[src/rtl/core/mau_pkg.sv]
// ---------------------------------------------------------------------------
// mau_pkg: shared types and constants for the modular arithmetic unit
// Command codes, modulus width, reset modulus and the modular multiply request and response structs.
// ---------------------------------------------------------------------------
package mau_pkg;

	localparam int unsigned MOD_W = 31;
	localparam logic [MOD_W-1:0] MODULUS_RESET = 31'd1000000007;

	typedef enum logic [2:0] {
		CMD_ADD = 3'd0,
		CMD_SUB = 3'd1,
		CMD_MUL = 3'd2,
		CMD_DIV = 3'd3,
		CMD_POW = 3'd4,
		CMD_INV = 3'd5
	} cmd_t;

	typedef struct packed {
		logic             go;
		logic [MOD_W-1:0] x;
		logic [MOD_W-1:0] y;
	} mul_req_t;

	typedef struct packed {
		logic             done;
		logic [MOD_W-1:0] p;
	} mul_rsp_t;

endpackage

[src/rtl/core/mau_reduce.sv]
// ---------------------------------------------------------------------------
// mau_reduce: bit-serial reduction of an operand modulo m
// Restoring shift-subtract, one operand bit per cycle, MSB first.
// ---------------------------------------------------------------------------
module mau_reduce #(
	parameter int unsigned OPERAND_BITS = 32
) (
	input  logic                           clk,
	input  logic                           arst_n,
	input  logic                           go,
	input  logic [OPERAND_BITS-1:0]        value,
	input  logic [mau_pkg::MOD_W-1:0]      m,
	output logic                           done,
	output logic [mau_pkg::MOD_W-1:0]      rem
);
	localparam int unsigned CW = $clog2(OPERAND_BITS + 1);

	logic [OPERAND_BITS-1:0]   val_q;
	logic [mau_pkg::MOD_W:0]   rem_q;
	logic [CW-1:0]             cnt_q;
	logic                      busy_q;
	logic [mau_pkg::MOD_W+1:0] sh;
	logic [mau_pkg::MOD_W+1:0] df;

	assign sh = {rem_q, val_q[OPERAND_BITS-1]};
	assign df = sh - {2'b00, m};

	always_ff @(posedge clk or negedge arst_n) begin
		if (!arst_n) begin
			busy_q <= 1'b0;
			cnt_q  <= '0;
			done   <= 1'b0;
		end else begin
			done <= 1'b0;
			if (go) begin
				busy_q <= 1'b1;
				cnt_q  <= CW'(OPERAND_BITS);
			end else if (busy_q) begin
				cnt_q <= cnt_q - 1'b1;
				if (cnt_q == CW'(1)) begin
					busy_q <= 1'b0;
					done   <= 1'b1;
				end
			end
		end
	end

	always_ff @(posedge clk) begin
		if (go) begin
			val_q <= value;
			rem_q <= '0;
		end else if (busy_q) begin
			val_q <= val_q << 1;
			// keep the remainder below m each step
			rem_q <= df[mau_pkg::MOD_W+1] ? sh[mau_pkg::MOD_W:0] : df[mau_pkg::MOD_W:0];
		end
	end

	assign rem = rem_q[mau_pkg::MOD_W-1:0];
endmodule

[src/rtl/core/mau_mulmod.sv]
// ---------------------------------------------------------------------------
// mau_mulmod: modular multiplier
// One 31x31 product, then bit-serial reduction of the 62-bit product.
// ---------------------------------------------------------------------------
module mau_mulmod (
	input  logic                      clk,
	input  logic                      arst_n,
	input  mau_pkg::mul_req_t         req,
	input  logic [mau_pkg::MOD_W-1:0] m,
	output mau_pkg::mul_rsp_t         rsp
);
	localparam int unsigned PW = 2 * mau_pkg::MOD_W;
	localparam int unsigned CW = $clog2(PW + 2);

	logic [PW-1:0]             prod_q;
	logic [mau_pkg::MOD_W:0]   rem_q;
	logic [CW-1:0]             cnt_q;
	logic                      busy_q;
	logic                      done_q;
	logic [mau_pkg::MOD_W+1:0] sh;
	logic [mau_pkg::MOD_W+1:0] df;

	assign sh = {rem_q, prod_q[PW-1]};
	assign df = sh - {2'b00, m};

	always_ff @(posedge clk or negedge arst_n) begin
		if (!arst_n) begin
			busy_q <= 1'b0;
			cnt_q  <= '0;
			done_q <= 1'b0;
		end else begin
			done_q <= 1'b0;
			if (req.go) begin
				busy_q <= 1'b1;
				cnt_q  <= CW'(PW + 1);
			end else if (busy_q) begin
				cnt_q <= cnt_q - 1'b1;
				if (cnt_q == CW'(1)) begin
					busy_q <= 1'b0;
					done_q <= 1'b1;
				end
			end
		end
	end

	// first busy cycle only latches the product; the rest reduce it
	always_ff @(posedge clk) begin
		if (req.go) begin
			prod_q <= '0;
			rem_q  <= '0;
		end else if (busy_q) begin
			if (cnt_q == CW'(PW + 1)) begin
				prod_q <= PW'(req.x) * PW'(req.y);
			end else begin
				prod_q <= prod_q << 1;
				rem_q  <= df[mau_pkg::MOD_W+1] ? sh[mau_pkg::MOD_W:0]
				                               : df[mau_pkg::MOD_W:0];
			end
		end
	end

	assign rsp.done = done_q;
	assign rsp.p    = rem_q[mau_pkg::MOD_W-1:0];
endmodule

[src/rtl/core/modular_arithmetic_unit_top.sv]
// Time to result_valid: add, subtract and unused commands take the two operand reductions;
// multiply adds one modular product; power, inverse and divide run square-and-multiply
// over the exponent, and divide ends with one more product.
// Throughput: one command at a time; busy drops with the result_valid pulse, no stall.
// Reset clears control state and loads the modulus with 1000000007.
// ---------------------------------------------------------------------------
// modular_arithmetic_unit_top: modular add/sub/mul/div/pow/inv
// Sequencer around a shared operand reducer and a shared modular multiplier.
// ---------------------------------------------------------------------------
module modular_arithmetic_unit_top #(
	parameter int unsigned OPERAND_BITS = 32
) (
	input  logic                       clk,
	input  logic                       arst_n,
	input  logic                       start,
	output logic                       busy,
	input  logic [2:0]                 command,
	input  logic [OPERAND_BITS-1:0]    operand_a,
	input  logic [OPERAND_BITS-1:0]    operand_b,
	output logic                       result_valid,
	output logic [mau_pkg::MOD_W-1:0]  result,
	input  logic                       cfg_valid,
	output logic                       cfg_ready,
	input  logic [mau_pkg::MOD_W-1:0]  cfg_data
);
	localparam int unsigned EW = (OPERAND_BITS > mau_pkg::MOD_W) ? OPERAND_BITS : mau_pkg::MOD_W;

	typedef enum logic [7:0] {
		S_IDLE  = 8'b0000_0001,
		S_REDA  = 8'b0000_0010,
		S_REDB  = 8'b0000_0100,
		S_ARITH = 8'b0000_1000,
		S_PMUL  = 8'b0001_0000,
		S_PSQR  = 8'b0010_0000,
		S_FMUL  = 8'b0100_0000,
		S_DONE  = 8'b1000_0000
	} state_t;

	state_t                    state_q;
	logic [mau_pkg::MOD_W-1:0] mod_q, ar_q, br_q, acc_q, base_q, res_q;
	logic [EW-1:0]             exp_q;
	logic [2:0]                cmd_q;
	logic [OPERAND_BITS-1:0]   a_q, b_q;
	logic                      div_q;
	logic                      red_go, red_done;
	logic [OPERAND_BITS-1:0]   red_sel;
	logic [mau_pkg::MOD_W-1:0] red_rem;
	mau_pkg::mul_req_t         mreq;
	mau_pkg::mul_rsp_t         mrsp;
	logic [mau_pkg::MOD_W:0]   sum;
	logic [mau_pkg::MOD_W:0]   sum_m;
	logic [mau_pkg::MOD_W:0]   dif;
	logic                      mod_ok;
	logic                      red_go_q, mul_go_q;
	logic                      pm_wait_q;

	assign mod_ok  = (mod_q >= mau_pkg::MOD_W'(2));
	assign busy    = (state_q != S_IDLE);
	assign cfg_ready = (state_q == S_IDLE);

	always_ff @(posedge clk or negedge arst_n) begin
		if (!arst_n)
			mod_q <= mau_pkg::MODULUS_RESET;
		else if (cfg_valid && cfg_ready)
			mod_q <= cfg_data;
	end

	assign red_go  = red_go_q;
	assign red_sel = (state_q == S_REDA) ? a_q : b_q;

	mau_reduce #(.OPERAND_BITS(OPERAND_BITS)) u_red (
		.clk(clk), .arst_n(arst_n), .go(red_go), .value(red_sel),
		.m(mod_q), .done(red_done), .rem(red_rem)
	);

	assign mreq.go = mul_go_q;
	assign mreq.x  = (state_q == S_PSQR) ? base_q : (state_q == S_ARITH) ? ar_q : acc_q;
	assign mreq.y  = (state_q == S_FMUL) ? ar_q : (state_q == S_ARITH) ? br_q : base_q;

	mau_mulmod u_mul (.clk(clk), .arst_n(arst_n), .req(mreq), .m(mod_q), .rsp(mrsp));

	// second operand remainder is taken straight from the reducer
	assign sum   = {1'b0, ar_q} + {1'b0, red_rem};
	assign sum_m = sum - {1'b0, mod_q};
	assign dif   = {1'b0, ar_q} - {1'b0, red_rem};

	always_ff @(posedge clk or negedge arst_n) begin
		if (!arst_n) begin
			state_q      <= S_IDLE;
			result_valid <= 1'b0;
			red_go_q     <= 1'b0;
			mul_go_q     <= 1'b0;
			pm_wait_q    <= 1'b0;
		end else begin
			result_valid <= 1'b0;
			red_go_q     <= 1'b0;
			mul_go_q     <= 1'b0;
			unique case (state_q)
				S_IDLE: begin
					if (start) begin
						state_q  <= S_REDA;
						red_go_q <= 1'b1;
					end
				end
				S_REDA: begin
					if (red_done) begin
						state_q  <= S_REDB;
						red_go_q <= 1'b1;
					end
				end
				S_REDB: begin
					if (red_done) begin
						if (!mod_ok) begin
							state_q <= S_DONE;
						end else begin
							unique case (cmd_q) inside
								mau_pkg::CMD_MUL: begin
									state_q  <= S_ARITH;
									mul_go_q <= 1'b1;
								end
								mau_pkg::CMD_POW, mau_pkg::CMD_DIV, mau_pkg::CMD_INV: begin
									state_q <= S_PMUL;
								end
								default: state_q <= S_DONE;
							endcase
						end
					end
				end
				S_ARITH: begin
					if (mrsp.done)
						state_q <= S_DONE;
				end
				// square-and-multiply, exponent LSB first
				S_PMUL: begin
					if (pm_wait_q) begin
						if (mrsp.done) begin
							state_q   <= S_PSQR;
							mul_go_q  <= 1'b1;
							pm_wait_q <= 1'b0;
						end
					end else if (exp_q == '0) begin
						if (div_q) begin
							state_q  <= S_FMUL;
							mul_go_q <= 1'b1;
						end else
							state_q <= S_DONE;
					end else if (exp_q[0]) begin
						// hold here until the accumulator product returns
						mul_go_q  <= 1'b1;
						pm_wait_q <= 1'b1;
					end else begin
						state_q  <= S_PSQR;
						mul_go_q <= 1'b1;
					end
				end
				S_PSQR: begin
					if (mrsp.done)
						state_q <= S_PMUL;
				end
				S_FMUL: begin
					if (mrsp.done)
						state_q <= S_DONE;
				end
				S_DONE: begin
					state_q      <= S_IDLE;
					result_valid <= 1'b1;
				end
				default: state_q <= S_IDLE;
			endcase
		end
	end

	// datapath
	always_ff @(posedge clk) begin
		case (state_q)
			S_IDLE: begin
				if (start) begin
					cmd_q <= command;
					a_q   <= operand_a;
					b_q   <= operand_b;
					res_q <= '0;
				end
			end
			S_REDA: if (red_done) ar_q <= red_rem;
			S_REDB: begin
				if (red_done) begin
					br_q   <= red_rem;
					div_q  <= (cmd_q == mau_pkg::CMD_DIV);
					if (cmd_q == mau_pkg::CMD_POW) begin
						base_q <= ar_q;
						exp_q  <= EW'(b_q);
						acc_q  <= mau_pkg::MOD_W'(1);
					end else if (cmd_q == mau_pkg::CMD_INV) begin
						base_q <= ar_q;
						exp_q  <= (ar_q == '0) ? '0 : EW'(mod_q - mau_pkg::MOD_W'(2));
						acc_q  <= (ar_q == '0) ? '0 : mau_pkg::MOD_W'(1);
					end else begin
						base_q <= red_rem;
						exp_q  <= (red_rem == '0) ? '0 : EW'(mod_q - mau_pkg::MOD_W'(2));
						acc_q  <= (red_rem == '0) ? '0 : mau_pkg::MOD_W'(1);
					end
					if (mod_ok) begin
						if (cmd_q == mau_pkg::CMD_ADD)
							res_q <= sum_m[mau_pkg::MOD_W] ? sum[mau_pkg::MOD_W-1:0]
							                               : sum_m[mau_pkg::MOD_W-1:0];
						else if (cmd_q == mau_pkg::CMD_SUB)
							res_q <= dif[mau_pkg::MOD_W] ? (dif[mau_pkg::MOD_W-1:0] + mod_q)
							                             : dif[mau_pkg::MOD_W-1:0];
					end
				end
			end
			S_PMUL: begin
				if (mrsp.done)
					acc_q <= mrsp.p;
				else if (!pm_wait_q && exp_q == '0)
					res_q <= acc_q;
			end
			S_PSQR: begin
				if (mrsp.done) begin
					base_q <= mrsp.p;
					exp_q  <= exp_q >> 1;
				end
			end
			S_ARITH, S_FMUL: if (mrsp.done) res_q <= mrsp.p;
			default: ;
		endcase
	end

	assign result = res_q;
endmodule

[config.mk]
export PLATFORM = sky130hd
export DESIGN_NAME = modular_arithmetic_unit_top
export DESIGN_NICKNAME = d
export VERILOG_FILES = /design/src/rtl/core/mau_pkg.sv /design/src/rtl/core/mau_reduce.sv /design/src/rtl/core/mau_mulmod.sv /design/src/rtl/core/modular_arithmetic_unit_top.sv
export SDC_FILE = /design/constraint.sdc
export NUM_CORES = 2
export LEC_CHECK = 0
export CORE_ASPECT_RATIO = 0.7
export CORE_MARGIN = 2
export CORE_UTILIZATION = 39
export CTS_BUF_LIST = sky130_fd_sc_hd__clkbuf_8
export CTS_CLUSTER_SIZE = 30
export DETAILED_ROUTE_END_ITERATION = 6
export DONT_BUFFER_PORTS = 1
export GPL_TIMING_DRIVEN = 0
export HOLD_SLACK_MARGIN = 0.12
export PLACE_DENSITY_LB_ADDON = 0.15
export SYNTH_ARGS = -nofsm -noshare
export SYNTH_HDL_FRONTEND = slang
export SYNTH_HIERARCHICAL = 1
export SYNTH_SLANG_ARGS = --single-unit
[constraint.sdc]
create_clock -name clk -period 14.3 [get_ports clk]
set_input_delay 2.145 -clock clk [delete_from_list [all_inputs] [get_ports clk]]
set_output_delay 2.145 -clock clk [all_outputs]
set_load 0.02 [all_outputs]
==> flow_summary.ini <==
[worst_setup_path]
max_stage_delay_ps = 1110
crit_path_start_kind = flop
path_max_fanout = 10
reg2reg_to = u_mul/prod_q[59]
setup.worst_path.start = state_q[1]
critPathBufInv = 7
required_ps = 14940
critPathSlowestCell = clkbuf_1
critPathKind = flop to flop
reg2reg_slack_ps = 1200
crit_family = adder cells
endpoint_kind = flop
crit_end = u_mul/prod_q[59]
rr_startpoint = state_q[1]
worstSetupPathDepth = 29
cp_data_arrival_time_ps = 13740
r2r_cells = 29
crit_path_frequent_cell = fa_1

[sta]
period_share = 0.9161
rsz0062_at_grt = false
hold_violations = 0
slew_violations = 22
setup_slack_ps = 1200
setup_viol = 0
fmax_mhz = 76.34
worst_pin_slew_ps = 1567
maxSlewHeadroom = -0.04484
setup_tns_ps = 0
period_needed_ps = 13100
fin_skew_ps = 53.19

[status]
violations = DRC, capacitance limit, slew limit
status = complete, but fails checks

[logic_synthesis]
syn_avg_cell_area_um2 = 9.010
async_flop_share = 0.1250
ys_top_cells_by_count = 1035 x inv_1, 843 x fa_1, 708 x nand2_1
synth_compound_area_frac = 0.1248
ys_types = 101
synth_area_um2 = 64070
synth.area.top_cells = fa_1 26%, edfxtp_1 13%, ha_1 8.8%, inv_1 6.1%, and2_1 5.4%
synth_most_common_cell = inv_1
synthFlopType = edfxtp_1
yosysTopAreaCell = fa_1
seq_area_frac_synth = 0.1973
ys_warn_count = 6
synth_edf_count = 287
synth_seq_cells = 472
syn_inst = 7111
synthAdderAreaFrac = 0.3513
synth_simple_gate_area_share = 0.1634
synthMuxAreaShare = 0.03492
synth_top_family_by_area = adder cells
synth_xor_xnor_area_share = 0.03509
yosysTopAreaCellShare = 0.2634
syn-num-nets = 8506

[grt]
gr-max-usage-layer = met1
overflow = 0
grt_pass1_vias = 52500
grt_usage = 0.3320
grt_max_degree = 60
met3_usage = 0.1661
grt_pass1_wl_um = 393900
grtUsageMet2 = 0.4042
grt.met1_usage = 0.5093
antenna_found_initial = 48

[floorplan]
initial_core_util = 0.3925
ios = 136
dieArea_um2 = 167600
coreArea_um2 = 163200
die_y_um = 343.1
row_count = 124
die_x_um = 488.4

[pwr]
p_int_uw = 4815
p_switching_uw = 5033
combPwrFrac = 0.636
cellLeakagePower_uw = 0.03118
peakVddDrop_mv = 0.1779
p_total_uw = 9848
switching_share = 0.5111
seqPwrFrac = 0.235
power.density_nw_per_um2 = 143.4
clockPowerShare = 0.129

[detailed_routing]
dr.pass1.iters = 7
ant_nets = 0
via_count = 54700
wl_um = 280200
wl_per_cell_um = 29.49
route.detailed.drc = 6
via_per_inst = 5.758
drt_iter0_drc = 7111

[cts]
cts_sinks = 472
holdBufCountCts = 0
clk_pin_slew_ps = 70
clock_tree.buffer_depth = 3
ctsHtreeMaxLevel = 3
cts-root-buf = clkbuf_8
clock_latency_ps = 780
post-cts-setup-buffer-count = 0
post_cts_resized = 0
cts_tree = done
cts_buffers = 80

[cells_and_area]
layout-drive-gt1-share = 0.05682
ff_latch_area_um2 = 12640
multi_input_area_um2 = 45490
area_growth_pct = 7.206
final_core_util = 0.4208
finalNetCount = 8601
finalNonFillerCells = 9500
nFillCells = 16530

[placed_design]
pre_cts_slack_ps = 1710
hpwl_um = 232600
port_buffers = 0
dp.cells = 9327
gp_congestion = 1.051

[worst_hold_path]
hold_path_class = flop to flop

[flow_run]
maxCapViolCount = 3
==> state kept, by name, indices dropped and copies added (netlist names), 31 cells and up <==
| register | cells |
|---|---|
| exp_q | 32 |
| result | 31 |
| u_mul/prod_q | 62 |
| ar_q | 31 |
| mod_q | 31 |
| u_red/val_q | 32 |
| u_mul/rem_q | 32 |
| base_q | 31 |
| br_q | 31 |
| b_q | 32 |
| u_red/rem_q | 32 |
| a_q | 32 |
| acc_q | 31 |
==> how the worst min path moves through the flow <==
| stage | start | endpoint | slack, ps | cells past startpoint |
|---|---|---|---|---|
| 3_5_place_dp | u_mul/prod_q[0] | u_mul/prod_q[0] | 460 | 1 |
| 2_1_floorplan | u_mul/prod_q[0] | u_mul/prod_q[0] | 440 | 1 |
| 4_1_cts | u_mul/prod_q[0] | u_mul/prod_q[0] | 470 | 1 |
| 3_3_place_gp | u_mul/prod_q[0] | u_mul/prod_q[0] | 450 | 1 |
| 6_report | u_mul/prod_q[0] | u_mul/prod_q[0] | 470 | 1 |
| 5_1_grt | u_mul/prod_q[0] | u_mul/prod_q[0] | 500 | 1 |
==> kinds of logic after synthesis <==
kind of cell | count (synthesis)
flip-flops | 472
buffers and inverters | 1502
XOR/XNOR | 255
multiplexers | 211
adder cells (fa/ha/maj) | 1293
AO/OA/AOI/OAI | 1236
AND/OR/NAND/NOR | 2142
==> area by class of cell <==
type / count / area share
multi-input cells: 5137 / 0.6624
flip-flops and latches: 472 / 0.1840
inverters: 1039 / 0.05678
well taps: 2205 / 0.04017
plain buffers: 463 / 0.03028
clock buffers: 89 / 0.01783
clock inverters: 55 / 0.005356
repair buffers: 13 / 0.002222
diodes: 27 / 0.0009837
==> metal layers <==
metal  vias up  routed length (um)  share of wire
li1      23490                   -              -
met1     27700              128800           0.46
met2      3155               99300           0.35
met3       339               46060           0.16
met4        24                4933          0.018
met5         -                1079         0.0039
==> layout by cell type, fill, tap and decap left out, types with 74 or more instances in the layout <==
cell type | netlist | layout
mux2i_1 | 111 | 111
a21oi_1 | 457 | 454
clkbuf_1 | 348 | 347
fa_1 | 843 | 843
nand2_1 | 708 | 707
o21ai_0 | 190 | 190
edfxtp_1 | 287 | 287
ha_1 | 450 | 450
nor2_1 | 463 | 463
dfxtp_1 | 126 | 126
inv_1 | 1035 | 1057
clkbuf_8 | 0 | 89
xnor2_1 | 188 | 188
and2_1 | 550 | 549
nor3_1 | 91 | 91
a211oi_1 | 83 | 83
mux2_2 | 100 | 100
a21o_1 | 87 | 87
buf_4 | 69 | 74
==> power groups by stage <==
stage | clock [uW] | combinational [uW] | sequential [uW]
after floorplan | 0 | 4450 | 2020
after global placement | 0 | 5950 | 2340
after detailed placement | 0 | 5990 | 2320
after CTS | 1290 | 6030 | 2300
after global routing | 1350 | 6760 | 2320
final | 1270 | 6260 | 2320
==> stage by stage <==
step,area [um^2],hold WS [ps]
2_1_floorplan,64070,441.8
6_report,68680,473.2
3_5_place_dp,67010,457.0
3_3_place_gp,66830,448.2
5_1_grt,68630,496.5
4_1_cts,68600,472.3
Note: power is estimated with default switching activity, not from simulation.
